### src/rtl/qtt_pkg.sv
package qtt_pkg;

    localparam int unsigned POS_W        = 16;
    localparam int unsigned LEN_W        = 16;
    localparam logic [POS_W-1:0] MAX_TEXT_LEN = 16'hFFFF;
    localparam int unsigned QUEUE_DEPTH  = 3;

    localparam logic [7:0] CH_LPAREN = 8'h28;
    localparam logic [7:0] CH_RPAREN = 8'h29;
    localparam logic [7:0] CH_PLUS   = 8'h2B;
    localparam logic [7:0] CH_STAR   = 8'h2A;
    localparam logic [7:0] CH_SLASH  = 8'h2F;
    localparam logic [7:0] CH_MINUS  = 8'h2D;
    localparam logic [7:0] CH_EQUAL  = 8'h3D;
    localparam logic [7:0] CH_QUOTE  = 8'h27;
    localparam logic [7:0] CH_GT     = 8'h3E;
    localparam logic [7:0] CH_LT     = 8'h3C;
    localparam logic [7:0] CH_UNDER  = 8'h5F;
    localparam logic [7:0] CH_HASH   = 8'h23;

    typedef enum logic [1:0] {
        MODE_IDLE = 2'd0,
        MODE_WORD = 2'd1,
        MODE_CMP  = 2'd2
    } t_scan_mode;

    typedef enum logic [1:0] {
        KIND_WORD = 2'd0,
        KIND_OP   = 2'd1,
        KIND_CMP  = 2'd2
    } t_tok_kind;

    typedef struct packed {
        t_tok_kind         kind;
        logic [POS_W-1:0]  start;
        logic [LEN_W-1:0]  length;
        logic [7:0]        op_char;
        logic              run_end;
    } t_token;

    function automatic logic is_alnum(input logic [7:0] c);
        return (c inside {[8'h61:8'h7A], [8'h41:8'h5A], [8'h30:8'h39]});
    endfunction

    function automatic logic is_single_op(input logic [7:0] c);
        return (c inside {CH_LPAREN, CH_RPAREN, CH_PLUS, CH_STAR,
                          CH_SLASH, CH_MINUS, CH_EQUAL, CH_QUOTE});
    endfunction

    function automatic logic is_word_cont(input logic [7:0] c);
        return is_alnum(c) || (c == CH_UNDER) || (c == CH_HASH);
    endfunction

    // A length of zero can only come from a saturated position and reads as one.
    function automatic logic [LEN_W-1:0] sat_len(input logic [POS_W:0] v);
        logic [LEN_W-1:0] r;
        if (v == '0) begin
            r = LEN_W'(1);
        end else if (v[POS_W]) begin
            r = '1;
        end else begin
            r = v[LEN_W-1:0];
        end
        return r;
    endfunction

    function automatic t_token mk_token(input t_tok_kind kind,
                                        input logic [POS_W-1:0] start,
                                        input logic [LEN_W-1:0] length,
                                        input logic [7:0] op_char);
        t_token t;
        t.kind    = kind;
        t.start   = start;
        t.length  = length;
        t.op_char = op_char;
        t.run_end = 1'b0;
        return t;
    endfunction

endpackage

### src/rtl/query_text_tokenizer_top.sv
// Query text tokenizer. Text arrives one byte per transaction, the last byte of a text
// flagged by i_final_byte; tokens leave one per transaction with kind, start position,
// length and operator character, and o_run_end marks the last token caused by a byte.
// Each byte is registered, then scanned, and its tokens enter a three-entry token queue
// that decouples the two sides and whose head is offered. One byte is taken every cycle
// as long as each byte causes at most one token and the output is not stalled; a byte
// that causes two tokens occupies the single token port for both, which sets the rate
// at that point. Input stalls while two or more tokens are waiting.
module query_text_tokenizer_top
    import qtt_pkg::*;
(
    input  logic             i_clk,
    input  logic             i_rst_n,
    input  logic             i_valid,
    output logic             o_stall,
    input  logic [7:0]       i_text_byte,
    input  logic             i_final_byte,
    output logic             o_valid,
    input  logic             i_stall,
    output logic [1:0]       o_token_kind,
    output logic [POS_W-1:0] o_token_start,
    output logic [LEN_W-1:0] o_token_length,
    output logic [7:0]       o_operator_char,
    output logic             o_run_end
);

    logic             r_in_valid;
    logic [7:0]       r_byte;
    logic             r_fin;

    t_scan_mode       r_mode, n_mode;
    logic [POS_W-1:0] r_pos, n_pos;
    logic [POS_W-1:0] r_wb, n_wb;
    logic [7:0]       r_pend, n_pend;

    t_token           r_q [QUEUE_DEPTH];
    t_token           n_q [QUEUE_DEPTH];
    logic [1:0]       r_cnt, n_cnt;

    logic             process;
    logic             pop;
    logic [1:0]       base;
    logic             va, vb, vc;
    t_token           ta, tb, tc;
    t_token           e0, e1;
    logic [1:0]       ecnt;

    assign pop     = o_valid && !i_stall;
    assign process = r_in_valid && (r_cnt <= 2'd1);
    assign o_stall = r_in_valid && (r_cnt > 2'd1);

    always_ff @(posedge i_clk) begin
        if (!i_rst_n) begin
            r_in_valid <= 1'b0;
        end else if (!o_stall) begin
            r_in_valid <= i_valid;
        end
    end

    always_ff @(posedge i_clk) begin
        if (!o_stall && i_valid) begin
            r_byte <= i_text_byte;
            r_fin  <= i_final_byte;
        end
    end

    always_comb begin
        logic [7:0]       c;
        logic             do_disp;
        t_token           t0, t1;
        c       = r_byte;
        n_mode  = r_mode;
        n_pos   = r_pos;
        n_wb    = r_wb;
        n_pend  = r_pend;
        do_disp = 1'b0;
        va      = 1'b0;
        vb      = 1'b0;
        vc      = 1'b0;
        ta      = mk_token(KIND_WORD, r_wb, sat_len({1'b0, r_pos} - {1'b0, r_wb}), 8'd0);
        tb      = mk_token(KIND_OP, r_pos, LEN_W'(1), c);
        tc      = ta;

        case (r_mode)
            MODE_WORD: begin
                if (!is_word_cont(c)) begin
                    va      = 1'b1;
                    n_mode  = MODE_IDLE;
                    do_disp = 1'b1;
                end
            end
            MODE_CMP: begin
                n_mode = MODE_IDLE;
                va     = 1'b1;
                if (c == CH_EQUAL) begin
                    ta = mk_token(KIND_CMP, r_wb, LEN_W'(2), r_pend);
                end else begin
                    ta      = mk_token(KIND_OP, r_wb, LEN_W'(1), r_pend);
                    do_disp = 1'b1;
                end
            end
            default: begin
                n_mode  = MODE_IDLE;
                do_disp = 1'b1;
            end
        endcase

        if (do_disp) begin
            if (is_single_op(c)) begin
                vb = 1'b1;
            end else if (c == CH_LT || c == CH_GT) begin
                n_mode = MODE_CMP;
                n_pend = c;
                n_wb   = r_pos;
            end else if (is_alnum(c)) begin
                n_mode = MODE_WORD;
                n_wb   = r_pos;
            end
        end

        if (r_fin) begin
            if (n_mode == MODE_WORD) begin
                vc = 1'b1;
                tc = mk_token(KIND_WORD, n_wb,
                              sat_len({1'b0, r_pos} + (POS_W+1)'(1) - {1'b0, n_wb}), 8'd0);
            end else if (n_mode == MODE_CMP) begin
                vc = 1'b1;
                tc = mk_token(KIND_OP, n_wb, LEN_W'(1), n_pend);
            end
            n_mode = MODE_IDLE;
            n_pos  = '0;
        end else if (r_pos < MAX_TEXT_LEN) begin
            n_pos = r_pos + POS_W'(1);
        end else begin
            n_pos = MAX_TEXT_LEN;
        end

        t0 = va ? ta : (vb ? tb : tc);
        t1 = (va && vb) ? tb : tc;
        ecnt = 2'(va) + 2'(vb) + 2'(vc);
        t0.run_end = (ecnt == 2'd1);
        t1.run_end = 1'b1;
        e0 = t0;
        e1 = t1;
    end

    always_ff @(posedge i_clk) begin
        if (!i_rst_n) begin
            r_mode <= MODE_IDLE;
            r_pos  <= '0;
            r_wb   <= '0;
            r_pend <= '0;
        end else if (process) begin
            r_mode <= n_mode;
            r_pos  <= n_pos;
            r_wb   <= n_wb;
            r_pend <= n_pend;
        end
    end

    always_comb begin
        t_token shifted [QUEUE_DEPTH];
        logic [2:0] top;
        base = pop ? (r_cnt - 2'd1) : r_cnt;
        top  = {1'b0, base} + (process ? {1'b0, ecnt} : 3'd0);
        for (int i = 0; i < QUEUE_DEPTH; i++) begin
            if (pop && (i < QUEUE_DEPTH - 1)) begin
                shifted[i] = r_q[i+1];
            end else begin
                shifted[i] = r_q[i];
            end
            if (3'(i) < {1'b0, base} || 3'(i) >= top) begin
                n_q[i] = shifted[i];
            end else if (3'(i) == {1'b0, base}) begin
                n_q[i] = e0;
            end else begin
                n_q[i] = e1;
            end
        end
        n_cnt = top[1:0];
    end

    always_ff @(posedge i_clk) begin
        if (!i_rst_n) begin
            r_cnt <= '0;
        end else begin
            r_cnt <= n_cnt;
        end
    end

    always_ff @(posedge i_clk) begin
        for (int i = 0; i < QUEUE_DEPTH; i++) begin
            r_q[i] <= n_q[i];
        end
    end

    assign o_valid         = (r_cnt != 2'd0);
    assign o_token_kind    = r_q[0].kind;
    assign o_token_start   = r_q[0].start;
    assign o_token_length  = r_q[0].length;
    assign o_operator_char = r_q[0].op_char;
    assign o_run_end       = r_q[0].run_end;

    a_fin_restarts: assert property (@(posedge i_clk) disable iff (!i_rst_n)
        (process && r_fin) |=> (r_pos == '0 && r_mode == MODE_IDLE))
        else $error("Position or scan mode not cleared after the final byte.");

    a_queue_room: assert property (@(posedge i_clk) disable iff (!i_rst_n)
        process |-> ({1'b0, base} + {1'b0, ecnt} <= 3'(QUEUE_DEPTH)))
        else $error("Token queue overflow.");

    a_word_shape: assert property (@(posedge i_clk) disable iff (!i_rst_n)
        (o_valid && o_token_kind == KIND_WORD) |->
            (o_operator_char == 8'd0 && o_token_length != '0))
        else $error("Malformed word token.");

    a_pos_moves: assert property (@(posedge i_clk) disable iff (!i_rst_n)
        (process && !r_fin && r_pos != MAX_TEXT_LEN) |=> (r_pos == $past(r_pos) + POS_W'(1)))
        else $error("Byte position did not advance.");

endmodule
### config.mk
export PLATFORM = sky130hd
export DESIGN_NAME = query_text_tokenizer_top
export DESIGN_NICKNAME = d
export VERILOG_FILES = /design/src/rtl/qtt_pkg.sv /design/src/rtl/query_text_tokenizer_top.sv
export SDC_FILE = /design/constraint.sdc
export NUM_CORES = 1
export LEC_CHECK = 0
export BUFFER_PORTS_ARGS = -buffer_cell sky130_fd_sc_hd__clkbuf_2
export CAP_MARGIN = 25
export CORE_MARGIN = 5
export CORE_UTILIZATION = 45
export DETAILED_ROUTE_END_ITERATION = 6
export PLACE_DENSITY = 0.68
export SYNTH_ARGS = -nofsm -noshare
export SYNTH_HDL_FRONTEND = slang
export SYNTH_SLANG_ARGS = --single-unit
### constraint.sdc
create_clock -name i_clk -period 10.21 [get_ports i_clk]
set_input_delay 3.063 -clock i_clk [delete_from_list [all_inputs] [get_ports i_clk]]
set_output_delay 3.063 -clock i_clk [all_outputs]
set_load 0.005 [all_outputs]
* Yosys cells after proc, flatten, opt, wreduce, memory -nomap -nowiden *
Memories as Yosys holds them, arrays and structs flattened.
Cells that the tools add are included.

operators by class
  reduce and logical (&&, ||, !) cells = 22
  add/sub/neg operators = 8
  magnitude comparators = 15
  muxes and demuxes = 47
  equal/unequal tests = 19

operators with widths
  cell                                                               count
  two-way mux 43 bit                                                 13
  two-way mux 16 bit                                                 10
  two-way mux 42 bit                                                 3
  equality test 8 x 6 -> 1 bit, second input constant                11
  zero test 17 bit                                                   2
  two-way mux 8 bit                                                  3
  two-way mux 2 bit                                                  9
  adder 16 x 1 -> 17 bit, second input constant                      1
  subtractor 16 x 16 -> 17 bit                                       1
  subtractor 17 x 16 -> 17 bit                                       1
  adder 16 x 1 -> 16 bit, second input constant                      1
  greater-or-equal comparator 8 x 7 -> 1 bit, second input constant  2
  less-or-equal comparator 8 x 7 -> 1 bit, second input constant     2
  < comparator 16 bit, second input constant                         1
  equality test 8 x 7 -> 1 bit, second input constant                1
  greater-or-equal comparator 8 x 6 -> 1 bit, second input constant  1
  less-or-equal comparator 8 x 6 -> 1 bit, second input constant     1
  logical AND 1 bit                                                  8
  nonzero test 8 bit                                                 1
  two-way mux 1 bit                                                  7
  equality test 2 x 1 -> 1 bit, second input constant                3
  greater-or-equal comparator 1 x 3 -> 1 bit, first input constant   2
  logical OR 1 bit                                                   6
  equality test 2 bit, second input constant                         2
  other kinds (16)                                                   19

word-level totals
  input port bits = 13
  output and inout port bits = 45
  logic and storage cells = 120
  RAM bits = 129
  memories kept = 1
  flip-flop bits (word level) = 54

memories
  name  depth  width  rd ports  clocked after memory_dff  wr ports  RTL line                        RTL
  r_q   3      43     3         0                         3         query_text_tokenizer_top.sv:36  t_token r_q [QUEUE_DEPTH];

* Logic depth before layout (Yosys ltp) *
  depth after elaboration = 21
  gate-level depth with buffers = 23

* Worst setup path before layout *
No wires, ideal clock.

  path kind = input -> register
  from = in i_stall
  to = mem r_q[0][0] (netlist name), enable pin
  arrival time = 7.149 ns
  setup slack = 2.270 ns
  cell stages on the path = 11
  data required time = 9.419 ns
  path through = nor2_1 > xnor2_1 > clkbuf_1 > inv_1 > clkbuf_1 > ha_1 > fa_1 > o311ai_0 > clkbuf_1 > clkbuf_1 > o21ai_0

RTL lines
  item                RTL line                        RTL
  start: declaration  query_text_tokenizer_top.sv:19  input logic i_stall,
  end: declaration    query_text_tokenizer_top.sv:36

==> impl_metrics.ini <==
[run_status]
outcome = finished clean

[final_layout]
layout-drive-gt1-share = 0.120
diodes = 0
design_area_um2 = 12600
nets = 1314
final_cells = 1590
area_delta_synth_final_pct = 7.46

[place]
dp.cells = 1558
portBuffers = 57
dp_hpwl_um = 23200
dpl_cell_area_um2 = 12000
gp_congestion = 0.929

[timing]
drv_slew = 0
fmax_mhz = 151
post-route-min-period_ns = 6.61
tns_ns = 0
worst_slew_pin_slew_ns = 1.04
rsz0062_at_grt = false
final_hold_viol_count = 0
setup_viol_count_final = 0
fin_skew_ns = 0.0151
max-slew-margin-rel = 0.304
period_share = 0.647
hold_slack_ns = 0.485

[synthesis]
synth_flop_cell = edfxtp_1
synth_top_cell_by_area = edfxtp_1
avgSynthCellArea_um2 = 9.27
synth_nets = 1334
async_reset_ff_frac = 0
synth_edf_count = 138
ys_types = 79
synth_top_area_frac = 0.354
yosys-top-cells-area = edfxtp_1, dfxtp_1, ha_1
ys_seq_area_frac = 0.431
synth.most_common_cell = nand2_1
yosysWarnings = 0
synthesis.area_um2 = 11700
synth_top_cells_by_count = nand2_1, edfxtp_1, a21oi_1, o21ai_0, nor2_1
netlist_instances = 1262
ys_ff_latch = 183

[die]
start_util = 0.453
die_y_um = 171
die_area_um2 = 29300
die-width_um = 171
pin_count = 58
core-area_um2 = 25800
rows = 59

[worst_setup_path]
crit_top_cell = buf_4
start_kind = primary input
slowest_delay_ns = 0.63
worstSetupEndpointType = flop
cp.arrival_ns = 6.77
crit_fanout = 84
path_depth = 11
cp_cell_sequence = clkbuf_2, nor2_1, xnor2_2, buf_4, inv_1, ha_1, fa_1, o311ai_2, buf_4, o21ai_4, buf_4
r2r_cells = 16
critPathTopFamily = buffers and inverters
crit_type = in -> reg
critPathBufInv = 5
required_ns = 10.37
cpMaxStageDelayCell = buf_4

[run]
maxCapViolCount = 0

[route]
avgRoutedWirePerCell_um = 20.0
vias = 9703
dr.pass1.iters = 6
wl_um = 31900
vias_per_cell = 6.10
drt_iter0_markers = 908
drc_errors = 0
ant_nets = 0

[clock_network]
cts_max_level = 4
cts-root-buf = clkbuf_16
cts_tree = built
clk_latency_ns = 0.44
cts_resized = 0
hold_buffers = 0
clockBufferDepth = 2
path_clk_slew_ns = 0.07
post_cts_buffers = 0
cts_made_buffers = 17
clock_sinks = 183

[pwr]
power_density_nw_per_um2 = 277
power_uw = 3470
p_int_uw = 2070
netSwitchingPower_uw = 1400
pwr-share-clk = 0.193
sw_frac_of_total = 0.404
comb_power_share = 0.424
power_leakage_uw = 0.00518
ir_drop_v = 0.000216
power_frac_seq = 0.383

[grt]
grt_pass1_vias = 9247
grt_max_degree = 85
grt_pass1_wl_um = 50200
antenna_found_initial = 0
overflow = 0
grt.total_usage = 0.217

[min_path]
hp-class = reg -> reg
holdPathStages = 1
==> final cells by class <==
| type | count | area [um^2] |
|---|---|---|
| inverters | 58 | 218 |
| repair buffers | 70 | 387 |
| fillers | 2452 | 13300 |
| clock inverters | 14 | 156 |
| clock buffers | 18 | 429 |
| multi-input cells | 912 | 5910 |
| well taps | 335 | 419 |
| flip-flops and latches | 183 | 5040 |
==> state kept, by name, indices dropped and copies added, names as in the netlist <==
register	cells
r_pend	8
r_mode	2
r_cnt	2
r_wb	16
r_byte	8
r_q	129
r_fin	1
r_pos	16
r_in_valid	1
==> power groups by stage <==
stage / clock (uW) / sequential, uW / combinational [uW]
after global routing: 707 / 1350 / 1650
after floorplan: 0 / 1360 / 1110
final: 672 / 1330 / 1470
after detailed placement: 0 / 1350 / 1470
after global placement: 0 / 1340 / 1420
after CTS: 682 / 1330 / 1480
==> cells in the final DEF, fill, tap and decap left out, drive strengths merged, types with 6 or more instances in the layout <==
master  netlist  final
a221oi       17     17
a22oi        21     21
ha           55     55
nor3         13     13
mux2         12     12
mux2i        35     35
and2         16     16
nand4         8      8
o22ai        16     16
clkbuf       58     75
o211ai        8      8
a21oi       113    113
o21bai        7      7
nor2         91     91
dfxtp        45     45
o21a          7      7
clkinv        1      7
nand2b       13     13
o221a         8      8
edfxtp      138    138
inv          57     64
or2           6      6
nand2       155    155
nor2b        14     14
o21ai       111    111
a31oi        16     16
a21o         23     23
xor2          9      9
buf          51     13
and3         14     14
nand3        24     24
xnor2        11     11
o211a        17     17
==> path summary, 6_finish.rpt <==
path,start,endpoint,slack [ns]
worst max-delay path,i_stall,r_q[0][18],3.60
worst min-delay path,r_pend[5],r_pend[5],0.48
worst max register to register,r_byte[2],r_q[0][18],3.91
worst min register to register,r_pend[5],r_pend[5],0.48
==> kinds of logic (layout without fill, tap and decap cells) <==
group           count (synthesis)  count (layout)  share of synthesized area
simple gates                  376             376                      0.150
xor+xnor                       20              20                     0.0150
fa+ha+maj                      59              59                     0.0657
buf+inv                       167             160                     0.0685
flops                         183             183                      0.431
compound gates                410             410                      0.226
mux                            47              47                     0.0437
==> routing by layer <==
layer,vias to the layer above,track usage,routed length (um)
met4,0,0.0934,1220
li1,4585,-,-
met3,80,0.0361,2120
met5,-,0,0
met2,370,0.352,15000
met1,4668,0.289,13500
==> metrics by stage <==
step / setup WS (ns) / util
after detailed placement: 3.15 / 0.464
after floorplan: 2.27 / -
after CTS: 3.62 / 0.486
after global routing: 3.30 / 0.486
final: 3.60 / 0.486
after global placement: 3.23 / 0.463
Note: power is estimated with default switching activity, not from simulation.
